--- src/rtl/bsmr_pkg.sv ---
// Shared constants and types for the byte stream modular reducer.
// No dependencies; every other file of the block imports this package.
package bsmr_pkg;

	localparam int LIMBS    = 4;
	localparam int LIMB_W   = 64;
	localparam int REM_W    = LIMBS * LIMB_W;
	localparam int BYTE_W   = 8;
	localparam int CFG_REGS = 4;
	localparam int CFG_IDX_W = (CFG_REGS > 1) ? $clog2(CFG_REGS) : 1;
	// result limbs on the output bus are fixed at CFG_REGS
	localparam int OUT_W    = CFG_REGS * LIMB_W;
	localparam int EXT_W    = (REM_W > OUT_W) ? REM_W : OUT_W;

	typedef logic [REM_W-1:0]  rem_t;
	typedef logic [OUT_W-1:0]  out_t;
	typedef logic [LIMB_W-1:0] limb_t;
	typedef logic [BYTE_W-1:0] byte_t;
	typedef logic [CFG_IDX_W-1:0] cfg_idx_t;

endpackage

--- src/rtl/bsmr_out_stage.sv ---
// Result register on the master side; holds one result until transfer.
// Depends on bsmr_pkg.
module bsmr_out_stage
	import bsmr_pkg::*;
(
	input  logic clk,
	input  logic arst_n,
	input  logic load,
	input  out_t load_data,
	input  logic load_zero,
	output logic free,
	output logic m_axis_tvalid,
	input  logic m_axis_tready,
	output out_t m_axis_tdata,
	output logic m_axis_tuser
);

	logic out_valid_q;
	out_t out_data_q;
	logic out_zero_q;

	assign free = !out_valid_q || m_axis_tready;

	always_ff @(posedge clk or negedge arst_n) begin
		if (!arst_n) begin
			out_valid_q <= 1'b0;
		end else if (free) begin
			out_valid_q <= load;
		end
	end

	always_ff @(posedge clk) begin
		if (load && free) begin
			out_data_q <= load_data;
			out_zero_q <= load_zero;
		end
	end

	assign m_axis_tvalid = out_valid_q;
	assign m_axis_tdata  = out_data_q;
	assign m_axis_tuser  = out_zero_q;

endmodule

--- config.mk ---
export PLATFORM = sky130hd
export DESIGN_NAME = bsmr_out_stage
export DESIGN_NICKNAME = d
export VERILOG_FILES = /design/src/rtl/bsmr_pkg.sv /design/src/rtl/bsmr_out_stage.sv
export SDC_FILE = /design/constraint.sdc
export NUM_CORES = 1
export LEC_CHECK = 0
export ABC_AREA = 0
export BUFFER_PORTS_ARGS = -buffer_cell sky130_fd_sc_hd__buf_4
export CAP_MARGIN = 0
export CORE_AREA = 2 2 200 202
export CTS_CLUSTER_DIAMETER = 120
export CTS_CLUSTER_SIZE = 16
export DETAILED_ROUTE_END_ITERATION = 10
export DIE_AREA = 0 0 202 204
export HOLD_SLACK_MARGIN = 0.05
export MAX_ROUTING_LAYER = met4
export PLACE_DENSITY = 0.46
export SYNTH_ARGS = -nofsm -noshare
export SYNTH_HDL_FRONTEND = slang
export SYNTH_SLANG_ARGS = --single-unit
--- constraint.sdc ---
create_clock -name clk -period 2.9 [get_ports clk]
set_input_delay 0 -clock clk [delete_from_list [all_inputs] [get_ports clk]]
set_output_delay 0 -clock clk [all_outputs]
set_load 0.01 [all_outputs]
* Word-level counts from Yosys, hierarchy flattened *
Cells that the tools add are included.

storage, ports and cells
  flip-flop bits (word level) = 258
  input bits = 261
  output and inout bits = 259
  logic and storage cells = 6

operators by class
  reductions and logical operators = 3

operators by type and width
  kind               count
  1-bit logical AND  1
  1-bit zero test    1
  1-bit logical OR   1

* Logic depth before layout (Yosys ltp) *
  depth in word-level cells = 3
  depth in mapped cells = 2
  depth with buffers taken out = 2

* Worst setup path after synthesis *
OpenSTA, ideal clock, no wires.

  kind = register to register
  start point = register out_valid_q, in the netlist m_axis_tvalid
  end point = register out_data_q[0], in the netlist m_axis_tdata[0], enable pin
  library setup time = 0.442 ns
  arrival = 2.343 ns
  required time = 2.458 ns
  slack = 0.115 ns
  stages on the path, launching flop included = 3
  path buffers = 0
  clock period less this slack = 2.785 ns
  path through = dfrtp_1 > nand2b_4 > and2_4

between the ends
  word-level cells in the longest chain between the ends = 3

ends and longest elaborated chain
  what                    RTL line              text
  start, declared         bsmr_out_stage.sv:18  logic out_valid_q;
  start signal, assigned  bsmr_out_stage.sv:28  out_valid_q <= load;
  1-bit zero test         bsmr_out_stage.sv:22  assign free = !out_valid_q || m_axis_tready;
  1-bit logical OR        bsmr_out_stage.sv:22
  via free                bsmr_out_stage.sv:11  output logic free,
  1-bit logical AND       bsmr_out_stage.sv:33  if (load && free) begin
  end signal, assigned    bsmr_out_stage.sv:34  out_data_q <= load_data;
  end, declared           bsmr_out_stage.sv:19  out_t out_data_q;

The timed path passes the listed nets, and every way through them passes these cells.
A chain may end at the register's enable or synchronous reset.

* Worst setup path after layout *
  start point = register out_valid_q, in the netlist m_axis_tvalid
  end point = register out_data_q[33], in the netlist m_axis_tdata[33], enable pin

between the ends
  word-level cells in the longest chain between the ends = 3

ends and longest elaborated chain
  what               RTL line
  1-bit zero test    bsmr_out_stage.sv:22
  1-bit logical OR   bsmr_out_stage.sv:22
  1-bit logical AND  bsmr_out_stage.sv:33

Every way passes these cells.

==> metrics <==
1st-iter DRT viols=183; DR DRC count=0; # nets final=about 1,300; unrepaired setup endpoints after global routing=no; dpl cells=1,315; final setup fails=0; clock slew at reported path FFs=70 ps; GRT met2 Usage=22.3%; post-synthesis register bit count=around 260; Critical Path End Type=flip-flop; RR Endpoint=m_axis_tdata[33]; main area contributors after synthesis=edfxtp_1 99%, dfrtp_1 0.32%, nand2b_4 0.18%; largest net degree at the start of global routing=64; Clock Tree Buf Depth=3; worst slew pin tran=498 ps; initial antenna violation count=1; Vias=5,808; Synth-to-Final Area Change=101%; vias in the first global route=6,369; CTS H-tree depth=1; Via-to-Cell Ratio=3.62; ratio of cells with drive above 1 in the final layout=approximately half; Critical Path AT=1950 ps; Die Wd=202 um; wire length of the first global-routing pass=between 30,000 and 40,000 um; die area=41,200 um2; critical path endpoint=m_axis_tdata[33]; Max rail drop VDD=0.501 mV; antenna viol nets, final=0; Worst Hold Slack=between 150 and 200 ps; crit share post-route=61.4%; Worst Path Max Fanout=30; # rows=73; met3 usage=4.34%; Die Y=204 um; setup TNS=0 ps; synthesized netlist cell count=261; gr busiest metal=met2; post_cts resized=0; CP Launch Type=flip-flop; CORE AREA=39,200 um2; GPL Wtd Cong=0.734; critical path class=flip-flop to flip-flop; # clock sinks=258; GRT met1 Usage=13.4%; R2R Path Start=m_axis_tvalid; status=finished, final reports clean; area leader, netlist=edfxtp_1; overall routing resource usage=12.5%; sequential fraction of the synthesis area=99.6%; PortBufs=about 520; Avg WL per Cell=16.5 um; final core area utilization=39.8%; postcts setup bufs=0; relative slew slack=66.8%; syn_area_per_cell=29.8 um2; Mapped Area=7770 um2; yosys warns=0; max-slew violation count=0; max-cap check violation count=0; Clk Latency, worst-skew pair=510 ps; Power Dens Cells=520 nW/um2; critical path cell sequence=nand2b_4 -> and2_4 -> buf_4; Hold Crit Class=input port to flip-flop; Starting Density=19.8%; CP max stage cell=and2_4; WP data required=3070 ps; Net Count, Synth=522; FMAX=about 560 MHz; TritonCTS clock tree=built; final WL=approximately 26,000 um; R2R cell count=3; post-synth top area share=99.3%; hpwl dp=around 18,000 um; R2R setup slack=around 1100 ps; Root Buffer=clkbuf_16; Largest stage delay, worst path=between 400 and 500 ps; Critical Path Start=m_axis_tvalid; GRT overflow=0; Final min period=roughly 1800 ps; Netlist cell types=5; Non-Filler Instances=1,606; TritonCTS Buffers=20; clk_skew=11.6 ps; drt pass-1 iters=4; leakage=6.39 nW; Final Hold Fails=0; num ports=520
[per-layer routing]
layer / routed length (um) / up-vias
met4: 553 / 0
li1: - / 2683
met5: 0 / -
met2: 13800 / 325
met3: 2510 / 35
met1: 9570 / 2765
[power by group]
group	internal [W]	switching [W]	leakage [nW]	total [W]
registers	0.00435	0.0000604	2.46	0.00441
clock network	0.00133	0.00127	0.274	0.00260
logic	0.000688	0.000422	3.66	0.00111
total	0.00637	0.00175	6.39	0.00812
[final cells by class]
cell class	instances	area, um2
fillers	3564	23600
flip-flops and latches	258	7740
repair buffers	790	6610
multi-input cells	3	28.8
clock buffers	28	552
clock inverters	1	16.3
well taps	525	657
diodes	1	2.50
[cell usage in the layout (no fill, tap or decap), types with 2 or more instances in the layout]
cell type      instances
dlygate4sd3_1        261
edfxtp_1             257
buf_4                527
clkbuf_16             21
clkbuf_1               7
buf_12                 2
[metrics by stage]
step	total power [W]	worst slack (ps)	cell area (um2)
final	0.00812	1120	15600
after global routing	0.00845	983	15600
after CTS	0.00825	1080	15600
after detailed placement	0.00531	1100	12400
after global placement	0.00531	1120	12400
after floorplan	0.00467	115	7770
[critical path: cells and delay by family, from the launching register on]
| kind | cells | cell delay (ps) |
|---|---|---|
| buffers and inverters | 1 | 440 |
| and+or+nand+nor | 2 | 560 |
| DFF | 1 | 410 |
[timing repair]
action                                 4_1_cts  5_1_grt
hold buffers                               261        0
endpoints found under the hold margin      259        0
setup endpoints to repair                    0        0
[worst min path at each step]
stage               slack (ps)                end            from  depth (start not counted)
global route               150    m_axis_tdata[9]    load_data[9]                          2
global placement          -210      m_axis_tvalid          arst_n                          1
floorplan                 -300      m_axis_tvalid          arst_n                          0
finish                     190    m_axis_tdata[9]    load_data[9]                          2
CTS                        150  m_axis_tdata[179]  load_data[179]                          2
detailed placement        -210      m_axis_tvalid          arst_n                          1
[cell usage after synthesis (all sizes together)]
| cell | number |
|---|---|
| edfxtp | 257 |
| and2 | 1 |
| nand2b | 2 |
| dfrtp | 1 |
[cell families after synthesis]
family           Yosys count  synth area share, %
DFF                      258                 99.6
and+or+nand+nor            3                0.370
[state kept, by name, summed over array words and instances (netlist names)]
signal         count
m_axis_tdata     256
m_axis_tuser       1
m_axis_tvalid      1
(Power assumes the default switching activity.)
