$ cat src/rtl/bsmr_pkg.sv
// Shared constants and types for the byte stream modular reducer.
// No dependencies; every other file of the block imports this package.
package bsmr_pkg;

	localparam int LIMBS    = 4;
	localparam int LIMB_W   = 64;
	localparam int REM_W    = LIMBS * LIMB_W;
	localparam int BYTE_W   = 8;
	localparam int CFG_REGS = 4;
	localparam int CFG_IDX_W = (CFG_REGS > 1) ? $clog2(CFG_REGS) : 1;
	// result limbs on the output bus are fixed at CFG_REGS
	localparam int OUT_W    = CFG_REGS * LIMB_W;
	localparam int EXT_W    = (REM_W > OUT_W) ? REM_W : OUT_W;

	typedef logic [REM_W-1:0]  rem_t;
	typedef logic [OUT_W-1:0]  out_t;
	typedef logic [LIMB_W-1:0] limb_t;
	typedef logic [BYTE_W-1:0] byte_t;
	typedef logic [CFG_IDX_W-1:0] cfg_idx_t;

endpackage

$ cat src/rtl/bsmr_cfg_regs.sv
// Divisor register file, written through the configuration channel.
// Depends on bsmr_pkg.
module bsmr_cfg_regs
	import bsmr_pkg::*;
(
	input  logic     clk,
	input  logic     arst_n,
	input  logic     cfg_valid,
	input  cfg_idx_t cfg_index,
	input  limb_t    cfg_data,
	output logic     cfg_ready,
	output rem_t     divisor,
	output logic     divisor_zero
);

	limb_t div_q [LIMBS];

	assign cfg_ready = 1'b1;

	always_ff @(posedge clk or negedge arst_n) begin
		if (!arst_n) begin
			for (int i = 0; i < LIMBS; i++) begin
				div_q[i] <= (i == 0) ? limb_t'(1) : '0;
			end
		end else if (cfg_valid) begin
			// indexes at or above LIMBS match no limb and are dropped
			for (int i = 0; i < LIMBS; i++) begin
				if (i < CFG_REGS && cfg_index == CFG_IDX_W'(i)) begin
					div_q[i] <= cfg_data;
				end
			end
		end
	end

	always_comb begin
		for (int i = 0; i < LIMBS; i++) begin
			divisor[i*LIMB_W +: LIMB_W] = div_q[i];
		end
	end

	assign divisor_zero = (divisor == '0);

endmodule

$ cat config.mk
export PLATFORM = sky130hd
export DESIGN_NAME = bsmr_cfg_regs
export DESIGN_NICKNAME = d
export VERILOG_FILES = /design/src/rtl/bsmr_pkg.sv /design/src/rtl/bsmr_cfg_regs.sv
export SDC_FILE = /design/constraint.sdc
export NUM_CORES = 1
export LEC_CHECK = 0
export ABC_AREA = 1
export BUFFER_PORTS_ARGS = -buffer_cell sky130_fd_sc_hd__buf_2
export CORE_UTILIZATION = 32
export DETAILED_ROUTE_END_ITERATION = 10
export PLACE_DENSITY = 0.52
export SETUP_SLACK_MARGIN = 0.02
export SLEW_MARGIN = 20
export SYNTH_ARGS = -nofsm -noshare
export SYNTH_HDL_FRONTEND = slang
export SYNTH_SLANG_ARGS = --single-unit
$ cat constraint.sdc
create_clock -name clk -period 1.2 [get_ports clk]
set_clock_uncertainty 0.1 [all_clocks]
set_input_delay 0.06 -clock clk [delete_from_list [all_inputs] [get_ports clk]]
set_output_delay 0.06 -clock clk [all_outputs]
set_load 0.03 [all_outputs]
After elaboration in Yosys (flattened, before gate mapping)
Cells that the tools add are included.
Widths: inputs -> output; s select.
{"block": "totals", "register_bits": 256, "in_bits": 69, "output_inout_bits": 258, "word_cells": 13}
{"block": "op_classes", "eq_ne": 3, "n_reduce_logical": 6}
{"op": "$logic_not 256->1", "n": 1}
{"op": "$reduce_and 2->1", "n": 4}
{"op": "$eq 2x2->1 const B", "n": 2}
{"op": "$eq 2x1->1 const B", "n": 1}
{"op": "$logic_not 2->1", "n": 1}

Longest topological paths before layout
{"block": "logic_depth", "depth_word": 2, "ltp_mapped": 9}

Least setup slack after synthesis
Ideal clock, no wire load.
{"block": "synth_timing", "kind": "register to output", "startpoint": "register div_q, in the netlist divisor[19]", "endpoint": "output divisor_zero", "arrival_ns": 1.454, "required_ns": 1.040, "path_slack_ns": -0.414, "stages_incl_launch_ff": 9, "path_buffers": 0, "cell_sequence": "dfrtp_1 nor2_1 and2_1 nand2_1 nor2_1 nand2_1 nor2_1 nand2_1 nor2_1"}
{"block": "synth_between", "elab_chain_len": 1}
{"item": "start: declaration", "line": "bsmr_cfg_regs.sv:16", "rtl": "limb_t div_q [LIMBS];"}
{"item": "start signal: indexed assignment", "line": "bsmr_cfg_regs.sv:23", "rtl": "div_q[i] <= (i == 0) ? limb_t'(1) : '0;"}
{"item": "start signal: indexed assignment", "line": "bsmr_cfg_regs.sv:29", "rtl": "div_q[i] <= cfg_data;"}
{"item": "$logic_not 256->1", "line": "bsmr_cfg_regs.sv:41", "rtl": "assign divisor_zero = (divisor == '0);"}
{"item": "end: declaration", "line": "bsmr_cfg_regs.sv:13", "rtl": "output logic divisor_zero"}
No other way between the ends.

Worst setup path after layout
{"block": "layout_timing", "startpoint": "register div_q, in the netlist divisor[251]", "endpoint": "output divisor_zero"}
Same word-level chain as after synthesis.

==> reports/results.tsv <==
stage	metric	value	unit
timing	setup_viol	257	
critical_path	worstSetupEndpoint	divisor_zero	
global_route	grt_pass1_vias	10379	
synth	yosysTopAreaCellShare	57.6	%
synth	synth_top_family_by_area	compound AO/OA/AOI/OAI gates	
worst_hold_path	min_path_type	primary input to asynchronous set/reset pin	
synth	yosys_warnings	0	
pwr	pwr-share-seq	32.5	%
finish	drive_above_1_share	54.7	%
clock_network	cts_hold_buffers	68	
synth	synth_cell_type_count	18	
finish	mostFrequentLayoutCells	buf_6, nand2_1, o21ai_2	
floorplan	initial_core_util	32.8	%
critical_path	critPathKind	register to output port	
floorplan	die_h	188	um
pwr	p_clk_share	27.9	%
timing	fin_ws	-1.15	ns
clock_network	clk_pin_slew_worst_paths	0.06	ns
route	drc	0	
timing	fmax	0.426	GHz
finish	largest_reg_flops	256	
critical_path	crit_path_start	divisor[251]$_DFFE_PN0P_	
clock_network	clk_latency	0.54	ns
critical_path	cp.arrival	2.19	ns
pwr	swShare	33.7	%
finish	syn2layout_area_growth	81.0	%
synth	synth_seq_area_share	57.9	%
route	antenna_left	0	
pwr	ir_worst_vdd	1.25	mV
global_route	grt_pass1_wl	58000	um
critical_path	critical_path_required	1.04	ns
finish	layout_commonest_cell	buf_6	
clock_network	cts_made_buffers	29	
outcome	status	finished, violations left	
floorplan	core_area	0.0338	mm^2
pwr	p_switching	11.6	mW
synth	synthSimpleGateAreaFrac	16.7	%
critical_path	worst_r2r_endpoint	divisor[244]$_DFFE_PN0P_	
pwr	p_int	22.8	mW
place	place_inst	2121	
outcome	violations	negative hold slack, negative setup slack	
route	vias	10482	
route	wl_per_cell	17.5	um
global_route	globalRouteOverflowTotal	0	
finish	nFillCells	2793	
synth	syn_inst	1130	
pwr	total_power	34.3	mW
critical_path	crit-reg2reg-launch	divisor[244]$_DFFE_PN0P_	
synth	synth_area_leaders	dfrtp_1, o21ai_2, nand2_1	
synth	synth_area_leader_cell	dfrtp_1	
pwr	p_leak	9.76	nW
place	post-dp-hpwl	26300	um
global_route	antenna_found_initial	0	
timing	setup_tns	-39.23	ns
floorplan	fp.dieW	188	um
critical_path	critPathLaunchType	register	
finish	layout.cells.non_filler	2296	
place	portBuffers	325	
route	drt_wl_total	40100	um
floorplan	ioPinCount	327	
clock_network	cts.sinks	256	
clock_network	root_buffer	clkbuf_16	
synth	syn_area	0.0111	mm^2
critical_path	r2r_setup_slack	0.12	ns
timing	whs	-0.0708	ns
timing	rsz0062_at_grt	yes	
critical_path	timing.critical_path.fanout_max	2	
critical_path	r2r_cells	5	
clock_network	clockBufferDepth	3	
clock_network	cts_tree	yes	
floorplan	num_rows	67	
pwr	comb_power_share	39.5	%
route	first_pass_iters	5	
place	gp_congestion	0.835	
timing	slew_viol_final	0	
route	drt-initial-drc-count	433	
synth	synth_nets	1199	
place	preCtsSetupSlack	-0.810	ns
global_route	grt_usage	20.8	%
finish	nets	1895	
critical_path	cp-end-kind	output port	
floorplan	dieArea	0.0354	mm^2
global_route	grt_max_degree	61	
pwr	powerDensity	1710	mW/mm^2
timing	period_needed	2.35	ns
clock_network	cts_max_level	1	
synth	syn_area_per_cell	9.80	um^2
route	vias_per_cell	4.57	
timing	post-route-period-util	196	%
synth	synthAdderAreaFrac	0	%
timing	hold_violations	29	
synth	synth-xor-area-share	0	%
synth	synth-compound-area-share	16.8	%
synth	synth_mux_area_share	0	%
synth	ys_ff_latch	256	
finish	n_antenna_cell	0	
run	cap_violations	0	
## per-stage QoR
stage	utilization (%)	instance area [um^2]
4_1_cts	57.1	19300
6_report	59.3	20000
3_5_place_dp	44.8	15100
2_1_floorplan	-	11200
5_1_grt	59.3	20000
3_3_place_gp	44.8	15100
## logic make-up after synthesis
logic type,count (synthesis)
other cells,1
flops,256
simple gates,467
buf+inv,150
compound gates,256
## per-layer routing
metal  vias up  wire, um  share of wire, %  GRT usage, %
met3        54      1930               4.8          3.22
met1      5077     17900                45          28.1
li1       5037         -                 -             -
met2       314     19500                49          35.2
met5         -         0                 0             0
met4         0       794               2.0          4.32
## worst min-delay path by stage
stage	startpoint	slack (ns)	endpoint	cells after the start
finish	arst_n	-0.07	divisor[132]$_DFFE_PN0P_	2
global route	arst_n	-0.05	divisor[132]$_DFFE_PN0P_	2
CTS	arst_n	-0.08	divisor[132]$_DFFE_PN0P_	2
detailed placement	arst_n	-0.09	divisor[132]$_DFFE_PN0P_	1
global placement	arst_n	-0.09	divisor[132]$_DFFE_PN0P_	1
floorplan	arst_n	-0.34	divisor[100]$_DFFE_PN0P_	0
## critical path, stage by stage (launching register included)
cell     delay, ns
dfrtp_1       0.39
nor2_1        0.19
nand4_1       0.21
nor2_2        0.24
nand2_1       0.07
nor2_1        0.09
nand2_1       0.09
nor2_4        0.19
buf_6         0.16
## final cells by class
class	count	area, um^2	area share (%)
repair buffers	722	7690	38.4
flip-flops and latches	256	6560	32.7
multi-input cells	724	3870	19.3
clock buffers	39	783	3.91
well taps	448	561	2.80
inverters	93	349	1.74
clock inverters	14	234	1.17
## power groups by stage
stage / Clock [mW] / Combinational (mW) / Sequential, mW
after CTS: 9.80 / 12.9 / 11.1
after global placement: 0 / 9.96 / 11.0
final: 9.59 / 13.6 / 11.2
after detailed placement: 0 / 9.99 / 11.0
after global routing: 10.1 / 14.4 / 11.3
after floorplan: 0 / 2.36 / 14.1
## repair_timing
action | 4_1_cts | 5_1_grt
setup buffers | 29 | 114
pin swaps | 18 | 18
setup endpoints to repair | 257 | 386
gates resized for setup | 723 | 174
hold endpoints to repair | 512 | 29
gates cloned | 0 | 9
## cells in the mapped netlist (all sizes together)
cell type,number
nand4,25
dfrtp,255
nand3,2
and2,7
conb,1
o21ai,256
nor2,144
nand2,289
inv,93
dfstp,1
buf,57
Power figures use the tool's default switching activity.
